==> config.mk <==
export PLATFORM = sky130hd
export DESIGN_NAME = base32_stream_encoder
export DESIGN_NICKNAME = d
export VERILOG_FILES = /design/src/hw/rtl/b32e_pkg.sv /design/src/hw/rtl/b32e_front.sv /design/src/hw/rtl/b32e_queue.sv /design/src/hw/rtl/b32e_back.sv /design/src/hw/rtl/base32_stream_encoder.sv
export SDC_FILE = /design/constraint.sdc
export NUM_CORES = 1
export LEC_CHECK = 0
export ABC_AREA = 1
export BUFFER_PORTS_ARGS = -buffer_cell sky130_fd_sc_hd__buf_2
export CAP_MARGIN = 20
export CORE_MARGIN = 8
export CORE_UTILIZATION = 49
export DETAILED_ROUTE_END_ITERATION = 16
export HOLD_SLACK_MARGIN = 0.1
export PLACE_DENSITY = 0.74
export SYNTH_ARGS = -nofsm -noshare
export SYNTH_HDL_FRONTEND = slang
export SYNTH_SLANG_ARGS = --single-unit
export TNS_END_PERCENT = 20
==> constraint.sdc <==
create_clock -name clk -period 3.45 [get_ports clk]
set_clock_uncertainty 0.2 [all_clocks]
set_input_delay 0.345 -clock clk [delete_from_list [all_inputs] [get_ports clk]]
set_output_delay 0.345 -clock clk [all_outputs]
set_load 0.02 [all_outputs]
==> src/hw/rtl/b32e_pkg.sv <==
// Shared types and constants for the streaming base32 encoder.
// Used by the front, queue, back and top-level modules; depends on nothing.

package b32e_pkg;

  localparam logic [7:0] PAD_CHAR      = 8'h3D;  // '='
  localparam logic [4:0] SYM_MASK      = 5'h1F;
  localparam int         JOB_SYMS      = 3;      // two data characters plus a tail

  // Byte position codes within a 5-byte group.
  localparam logic [2:0] POS_0 = 3'd0;
  localparam logic [2:0] POS_1 = 3'd1;
  localparam logic [2:0] POS_2 = 3'd2;
  localparam logic [2:0] POS_3 = 3'd3;
  localparam logic [2:0] POS_4 = 3'd4;

  // One byte's worth of output work: a few 5-bit codes, then '=' padding.
  typedef struct packed {
    logic [JOB_SYMS-1:0][4:0] codes;
    logic [1:0]               nsym;
    logic [2:0]               npad;
    logic                     last;
  } b32e_job_t;

  // Standard alphabet: A..Z for 0..25, 2..7 for 26..31.
  function automatic logic [7:0] b32e_char(input logic [4:0] code);
    logic [7:0] wide;
    wide = {3'b000, code & SYM_MASK};
    if (code < 5'd26) begin
      return 8'h41 + wide;
    end
    return 8'h18 + wide;
  endfunction

endpackage

==> src/hw/rtl/b32e_front.sv <==
// Front end of the base32 encoder: holds leftover bits and group position,
// and turns each accepted byte into a job record. Depends on b32e_pkg.

module b32e_front (
  input  logic              clk,
  input  logic              rst_n,
  input  logic              accept,
  input  logic [7:0]        data_byte,
  input  logic              end_of_message,
  output b32e_pkg::b32e_job_t job
);
  import b32e_pkg::*;

  logic [3:0] leftover_r, leftover_nxt;
  logic [2:0] pos_r, pos_nxt;
  logic [4:0] c0, c1, tail;
  logic       two_data, has_tail;
  logic [2:0] pad_last;
  logic [3:0] left_keep;

  always_comb begin
    c0        = data_byte[7:3];
    c1        = 5'd0;
    tail      = {data_byte[2:0], 2'b00};
    two_data  = 1'b0;
    has_tail  = 1'b1;
    pad_last  = 3'd6;
    left_keep = {1'b0, data_byte[2:0]};
    pos_nxt   = POS_1;
    unique case (pos_r)
      POS_1: begin
        c0        = {leftover_r[2:0], data_byte[7:6]};
        c1        = data_byte[5:1];
        tail      = {data_byte[0], 4'b0000};
        two_data  = 1'b1;
        pad_last  = 3'd4;
        left_keep = {3'b000, data_byte[0]};
        pos_nxt   = POS_2;
      end
      POS_2: begin
        c0        = {leftover_r[0], data_byte[7:4]};
        tail      = {data_byte[3:0], 1'b0};
        pad_last  = 3'd3;
        left_keep = data_byte[3:0];
        pos_nxt   = POS_3;
      end
      POS_3: begin
        c0        = {leftover_r[3:0], data_byte[7]};
        c1        = data_byte[6:2];
        tail      = {data_byte[1:0], 3'b000};
        two_data  = 1'b1;
        pad_last  = 3'd1;
        left_keep = {2'b00, data_byte[1:0]};
        pos_nxt   = POS_4;
      end
      POS_4: begin
        c0        = {leftover_r[1:0], data_byte[7:5]};
        c1        = data_byte[4:0];
        has_tail  = 1'b0;
        two_data  = 1'b1;
        pad_last  = 3'd0;
        left_keep = 4'd0;
        pos_nxt   = POS_0;
      end
      default: begin
        // Position zero; unreachable codes behave the same way.
      end
    endcase

    job.codes[0] = c0;
    job.codes[1] = two_data ? c1 : tail;
    job.codes[2] = tail;
    job.nsym     = {1'b0, 1'b1} + {1'b0, two_data}
                   + {1'b0, end_of_message & has_tail};
    job.npad     = end_of_message ? pad_last : 3'd0;
    job.last     = end_of_message;

    leftover_nxt = end_of_message ? 4'd0 : left_keep;
    if (end_of_message) begin
      pos_nxt = POS_0;
    end
  end

  always_ff @(posedge clk) begin
    if (!rst_n) begin
      leftover_r <= 4'd0;
      pos_r      <= POS_0;
    end else if (accept) begin
      leftover_r <= leftover_nxt;
      pos_r      <= pos_nxt;
    end
  end

endmodule

==> src/hw/rtl/b32e_queue.sv <==
// Two-entry job queue between the encoder front and back ends.
// Depends on b32e_pkg for the job record type.

module b32e_queue (
  input  logic                clk,
  input  logic                rst_n,
  input  logic                wr_en,
  input  b32e_pkg::b32e_job_t wr_job,
  output logic                q_full,
  input  logic                rd_en,
  output logic                q_valid,
  output b32e_pkg::b32e_job_t rd_job
);
  import b32e_pkg::*;

  b32e_job_t  mem_r [2];
  logic       wr_ptr_r, rd_ptr_r;
  logic [1:0] count_r, count_nxt;

  assign q_full  = (count_r == 2'd2);
  assign q_valid = (count_r != 2'd0);
  assign rd_job  = mem_r[rd_ptr_r];

  always_comb begin
    count_nxt = count_r;
    if (wr_en && !(rd_en && q_valid)) begin
      count_nxt = count_r + 2'd1;
    end else if (!wr_en && rd_en && q_valid) begin
      count_nxt = count_r - 2'd1;
    end
  end

  always_ff @(posedge clk) begin
    if (wr_en) begin
      mem_r[wr_ptr_r] <= wr_job;
    end
  end

  always_ff @(posedge clk) begin
    if (!rst_n) begin
      wr_ptr_r <= 1'b0;
      rd_ptr_r <= 1'b0;
      count_r  <= 2'd0;
    end else begin
      if (wr_en) begin
        wr_ptr_r <= ~wr_ptr_r;
      end
      if (rd_en && q_valid) begin
        rd_ptr_r <= ~rd_ptr_r;
      end
      count_r <= count_nxt;
    end
  end

  a_count_bound: assert property (@(posedge clk) disable iff (!rst_n)
    count_r != 2'd3)
    else $error("job queue count out of range");

  a_no_overflow: assert property (@(posedge clk) disable iff (!rst_n)
    !(wr_en && q_full && !rd_en))
    else $error("job written into a full queue");

  a_ptr_match: assert property (@(posedge clk) disable iff (!rst_n)
    (count_r == 2'd0 || count_r == 2'd2) |-> (wr_ptr_r == rd_ptr_r))
    else $error("queue pointers disagree with count");

endmodule

==> src/hw/rtl/b32e_back.sv <==
// Back end of the base32 encoder: walks each job one character per cycle, unless
// pop stalls it, into the output register. Depends on b32e_pkg.

module b32e_back (
  input  logic                clk,
  input  logic                rst_n,
  input  logic                q_valid,
  input  b32e_pkg::b32e_job_t job,
  output logic                q_pop,
  input  logic                pop,
  output logic                out_valid,
  output logic [7:0]          symbol_char,
  output logic                final_symbol
);
  import b32e_pkg::*;

  logic [2:0] idx_r;
  logic [3:0] total;
  logic       load, job_done;
  logic       out_valid_r;
  logic [7:0] char_r, char_nxt;
  logic       final_r;

  assign total    = {2'b00, job.nsym} + {1'b0, job.npad};
  assign load     = q_valid && (!out_valid_r || pop);
  assign job_done = ({1'b0, idx_r} == total - 4'd1);
  assign q_pop    = load && job_done;

  always_comb begin
    char_nxt = PAD_CHAR;
    if ({1'b0, idx_r} < {2'b00, job.nsym}) begin
      char_nxt = b32e_char(job.codes[idx_r[1:0]]);
    end
  end

  always_ff @(posedge clk) begin
    if (load) begin
      char_r  <= char_nxt;
      final_r <= job.last && job_done;
    end
  end

  always_ff @(posedge clk) begin
    if (!rst_n) begin
      idx_r       <= 3'd0;
      out_valid_r <= 1'b0;
    end else begin
      if (load) begin
        idx_r       <= job_done ? 3'd0 : idx_r + 3'd1;
        out_valid_r <= 1'b1;
      end else if (pop) begin
        out_valid_r <= 1'b0;
      end
    end
  end

  assign out_valid    = out_valid_r;
  assign symbol_char  = char_r;
  assign final_symbol = final_r;

  a_idx_bound: assert property (@(posedge clk) disable iff (!rst_n)
    q_valid |-> ({1'b0, idx_r} < total))
    else $error("character index past end of job");

  a_idx_restart: assert property (@(posedge clk) disable iff (!rst_n)
    q_pop |=> (idx_r == 3'd0))
    else $error("index not cleared after a finished job");

  a_idx_hold: assert property (@(posedge clk) disable iff (!rst_n)
    (q_valid && !load) |=> $stable(idx_r))
    else $error("index moved while the output was stalled");

endmodule

==> src/hw/rtl/base32_stream_encoder.sv <==
// Top level of the streaming base32 (standard alphabet) encoder.
// Instantiates b32e_front, b32e_queue and b32e_back; depends on b32e_pkg.
//
//   Channel  Ports                                   Handshake
//   input    in_data_byte, in_end_of_message         push / full
//   result   out_symbol_char, out_final_symbol       empty / pop
//
// A byte is classified by the front end in the cycle it is accepted and stored
// as one job in a two-entry queue. The back end emits one character per cycle,
// unless pop stalls it, so a byte yields 1 or 2 characters (up to 8 on the last
// byte of a message); this output rate sets throughput. The first character is
// registered from the queued job. Reset (synchronous, active low) clears control state.
// A stalled result (pop low) holds the back end; the front accepts until the queue fills.

module base32_stream_encoder (
  input  logic       clk,
  input  logic       rst_n,
  input  logic       push,
  output logic       full,
  input  logic [7:0] in_data_byte,
  input  logic       in_end_of_message,
  output logic       empty,
  input  logic       pop,
  output logic [7:0] out_symbol_char,
  output logic       out_final_symbol
);
  import b32e_pkg::*;

  b32e_job_t new_job;
  b32e_job_t head_job;
  logic      accept;
  logic      q_full;
  logic      q_valid;
  logic      q_pop;
  logic      out_valid;

  // A transaction is accepted whenever push is high and the job queue has room.
  assign full   = q_full;
  assign accept = push && !q_full;

  b32e_front u_front (
    .clk            (clk),
    .rst_n          (rst_n),
    .accept         (accept),
    .data_byte      (in_data_byte),
    .end_of_message (in_end_of_message),
    .job            (new_job)
  );

  b32e_queue u_queue (
    .clk     (clk),
    .rst_n   (rst_n),
    .wr_en   (accept),
    .wr_job  (new_job),
    .q_full  (q_full),
    .rd_en   (q_pop),
    .q_valid (q_valid),
    .rd_job  (head_job)
  );

  // The back end refills the output register in the same cycle it is popped, if a
  // job is queued, so characters stream at one per cycle while pop stays high.
  b32e_back u_back (
    .clk          (clk),
    .rst_n        (rst_n),
    .q_valid      (q_valid),
    .job          (head_job),
    .q_pop        (q_pop),
    .pop          (pop),
    .out_valid    (out_valid),
    .symbol_char  (out_symbol_char),
    .final_symbol (out_final_symbol)
  );

  assign empty = !out_valid;

endmodule
==> metrics.cfg <==
[outcome]
status=complete, no violations

[power_and_ir_drop]
p_per_area_nw_per_um2=606
p_seq_share_pct=43.3
clock_power_share_pct=30.7
p_leak_nw=1.66
p_sw_w=0.000734
swShare_pct=32.1
intPower_w=0.00155
peakVddDrop_v=0.000294
combPwrFrac_pct=26.0

[logic_synthesis]
synth_seq_area_share_pct=52.8
synth_nets=381
syn_area_um2=3340
synth.top_cell.area_share_pct=43.2
yosysWarnings=0
ys_ff_latch=64
synthDistinctLibCells=37
synth_area_leaders=edfxtp_1, dfxtp_1, nand2_1
synth-main-ff-cell=edfxtp_1
synth_edf_count=48
postSynthCellCount=358
yosys.area.top_type=edfxtp_1
avgSynthCellArea_um2=9.32
async_flop_share_pct=0

[clock_network]
cts-root-buf=clkbuf_8
clk_pin_slew_ns=0.08
cts_tree=yes
ctsLongestPathBuffers=2
insertion_delay_ns=0.35
post-cts-setup-buffer-count=0
cts.hold.buffers_added=5
htreeDepth=3
cts_buffers=9
cts.sinks=64
post_cts_resized=0

[floorplan]
core_um2=6680
rows=30
die_width_um=98.5
io-pin-count=24
die_area_um2=9710
start_util_pct=49.9
die_h_um=98.5

[placement]
io_buffers=22
place_hpwl_um=4780
place_congestion=0.926
dp.cells=455

[grt]
first_global_vias=2540
overflow=0
antenna_found_initial=0
grt_first_pass_wirelength_um=11000
track_usage_pct=14.1
grt_max_degree=22

[sta]
post-route-period-util_pct=87.5
maxSlewViolCount=0
setup_tns_ns=0
rsz0062_at_grt=no
finalHoldViolCount=0
min_period_ns=3.02
slew-limit-headroom_pct=38.3
finalSetupViolCount=0
max_slew.worst_pin.slew_ns=0.919
fmax_mhz=331

[critical_path]
cp-start-kind=flip-flop
ff2ff_setup_slack_ns=0.43
critPathRequiredTime_ns=3.49
reg2regPathDepth=14
reg2reg_to=u_queue.count_r[0]
crit_path_end=u_queue.count_r[0]
cp_max_fo=7
path_class=reg -> reg
cp-end-kind=flip-flop
critical_path_arrival_ns=3.06

[route]
vias_per_cell=5.36
drt_iter0_drc=224
vias=2549
final_antenna_net_count=0
routed_wl_um=6450
avgRoutedWirePerCell_um=13.5
first_pass_iters=5
drc=0

[layout]
multi_input_area_um2=1280
fillers=583
diodes=0
seq_area_um2=1760
utilization_pct=56.3
area_delta_synth_final_pct=12.8
nNetsFinal=414
drive_gt1_share_pct=18.2
instances_no_fill=476

[min_path]
hp-class=in -> reg

[flow_run]
maxCapViolCount=0

-- metrics by stage --
step	setup WS (ns)	hold slack [ns]	cell area (um^2)	total power [W]
floorplan	0.623	0.244	3340	0.00147
global placement	0.600	0.259	3490	0.00158
detailed placement	0.444	0.274	3490	0.00160
CTS	0.421	0.117	3760	0.00231
global route	0.142	0.159	3760	0.00242
finish	0.431	0.134	3760	0.00228
-- sequential cells by signal, summed over array words and instances, names as in the netlist, named ones only --
name                 flops
u_queue.mem_r           40
u_back.symbol_char       7
u_front.leftover_r       4
u_back.idx_r             3
u_front.pos_r            3
u_queue.count_r          2
u_back.final_symbol      1
u_back.out_valid         1
u_queue.rd_ptr_r         1
u_queue.wr_ptr_r         1
-- cells in the mapped netlist, types with 2 or more instances --
cell type / number
a211oi_1: 2
a21oi_1: 19
a32oi_1: 2
buf_2: 2
buf_4: 2
buf_6: 3
dfxtp_1: 16
edfxtp_1: 48
ha_1: 9
inv_1: 49
inv_2: 5
inv_4: 2
mux2i_1: 4
nand2_1: 78
nand2_2: 8
nand2_4: 4
nand3_1: 19
nand3_2: 4
nand4_1: 3
nor2_1: 32
nor2_2: 3
nor2_4: 2
o211ai_1: 5
o21ai_0: 6
o21ai_1: 4
o21ai_2: 2
o221ai_1: 2
o22ai_1: 10
xor2_1: 5
-- power by group through the flow --
stage / combinational [W] / clock [W] / sequential (W)
2_1_floorplan: 0.000440 / 0 / 0.00103
3_3_place_gp: 0.000576 / 0 / 0.00100
3_5_place_dp: 0.000592 / 0 / 0.00101
4_1_cts: 0.000598 / 0.000719 / 0.000988
5_1_grt: 0.000680 / 0.000741 / 0.000996
6_report: 0.000594 / 0.000701 / 0.000987
-- worst min path at each step --
| stage | startpoint | endpoint | slack (ns) | cells after the start |
|---|---|---|---|---|
| 5_1_grt | pop | u_back.out_valid | 0.16 | 4 |
| 2_1_floorplan | in_end_of_message | u_queue.mem_r[0][0] | 0.24 | 0 |
| 4_1_cts | pop | u_back.out_valid | 0.12 | 4 |
| 6_report | pop | u_back.out_valid | 0.13 | 4 |
| 3_5_place_dp | u_front.pos_r[2] | u_front.pos_r[2] | 0.27 | 2 |
| 3_3_place_gp | u_front.leftover_r[2] | u_front.leftover_r[2] | 0.26 | 2 |
-- cell families (layout without fill, tap and decap cells) --
| kind of cell | after synthesis | after routing | share of synthesized area [%] |
|---|---|---|---|
| simple gates | 153 | 153 | 21.1 |
| buf+inv | 65 | 103 | 8.92 |
| flops | 64 | 64 | 52.8 |
| compound gates | 55 | 55 | 10.3 |
| fa+ha+maj | 10 | 10 | 3.97 |
| xor+xnor | 6 | 6 | 1.57 |
| mux | 4 | 4 | 1.20 |
| other cells | 1 | 1 | 0.112 |
-- worst max-delay path: stages (launching register included) --
cell and delay [ns]:
dfxtp_1 0.56, mux2i_1 0.33, ha_1 0.28, inv_1 0.06, ha_1 0.13, inv_1 0.04
fa_1 0.49, xor2_1 0.15, nand3_1 0.15, nor2_4 0.15, nand2_4 0.08, nand2_1 0.12
nand3_1 0.08, nand2_1 0.06, nor2_1 0.03
-- per-layer routing --
| metal | global-route usage, % | up-vias | part of all wire [%] |
|---|---|---|---|
| met2 | 24.8 | 96 | 49 |
| met1 | 15.1 | 1179 | 42 |
| met5 | 0 | - | 0 |
| met3 | 4.30 | 16 | 6.6 |
| met4 | 6.85 | 0 | 2.4 |
| li1 | - | 1258 | - |
-- placed cells by master, fill, tap and decap left out, types with 9 or more instances in the layout --
master    count
nand3_1      19
buf_2        22
inv_1        49
clkbuf_8     10
nand2_1      78
nor2_1       32
edfxtp_1     48
dfxtp_1      16
o22ai_1      10
ha_1          9
a21oi_1      19
-- area by class of cell --
type / count / share of cell area (%)
Clock inverter: 5 / 1.63
Tap cell: 80 / 2.66
Timing Repair Buffer: 30 / 4.85
Multi-Input combinational cell: 229 / 33.9
Inverter: 57 / 5.82
Clock buffer: 11 / 4.32
Sequential cell: 64 / 46.8
No activity file was read; power rests on OpenSTA's default activity.
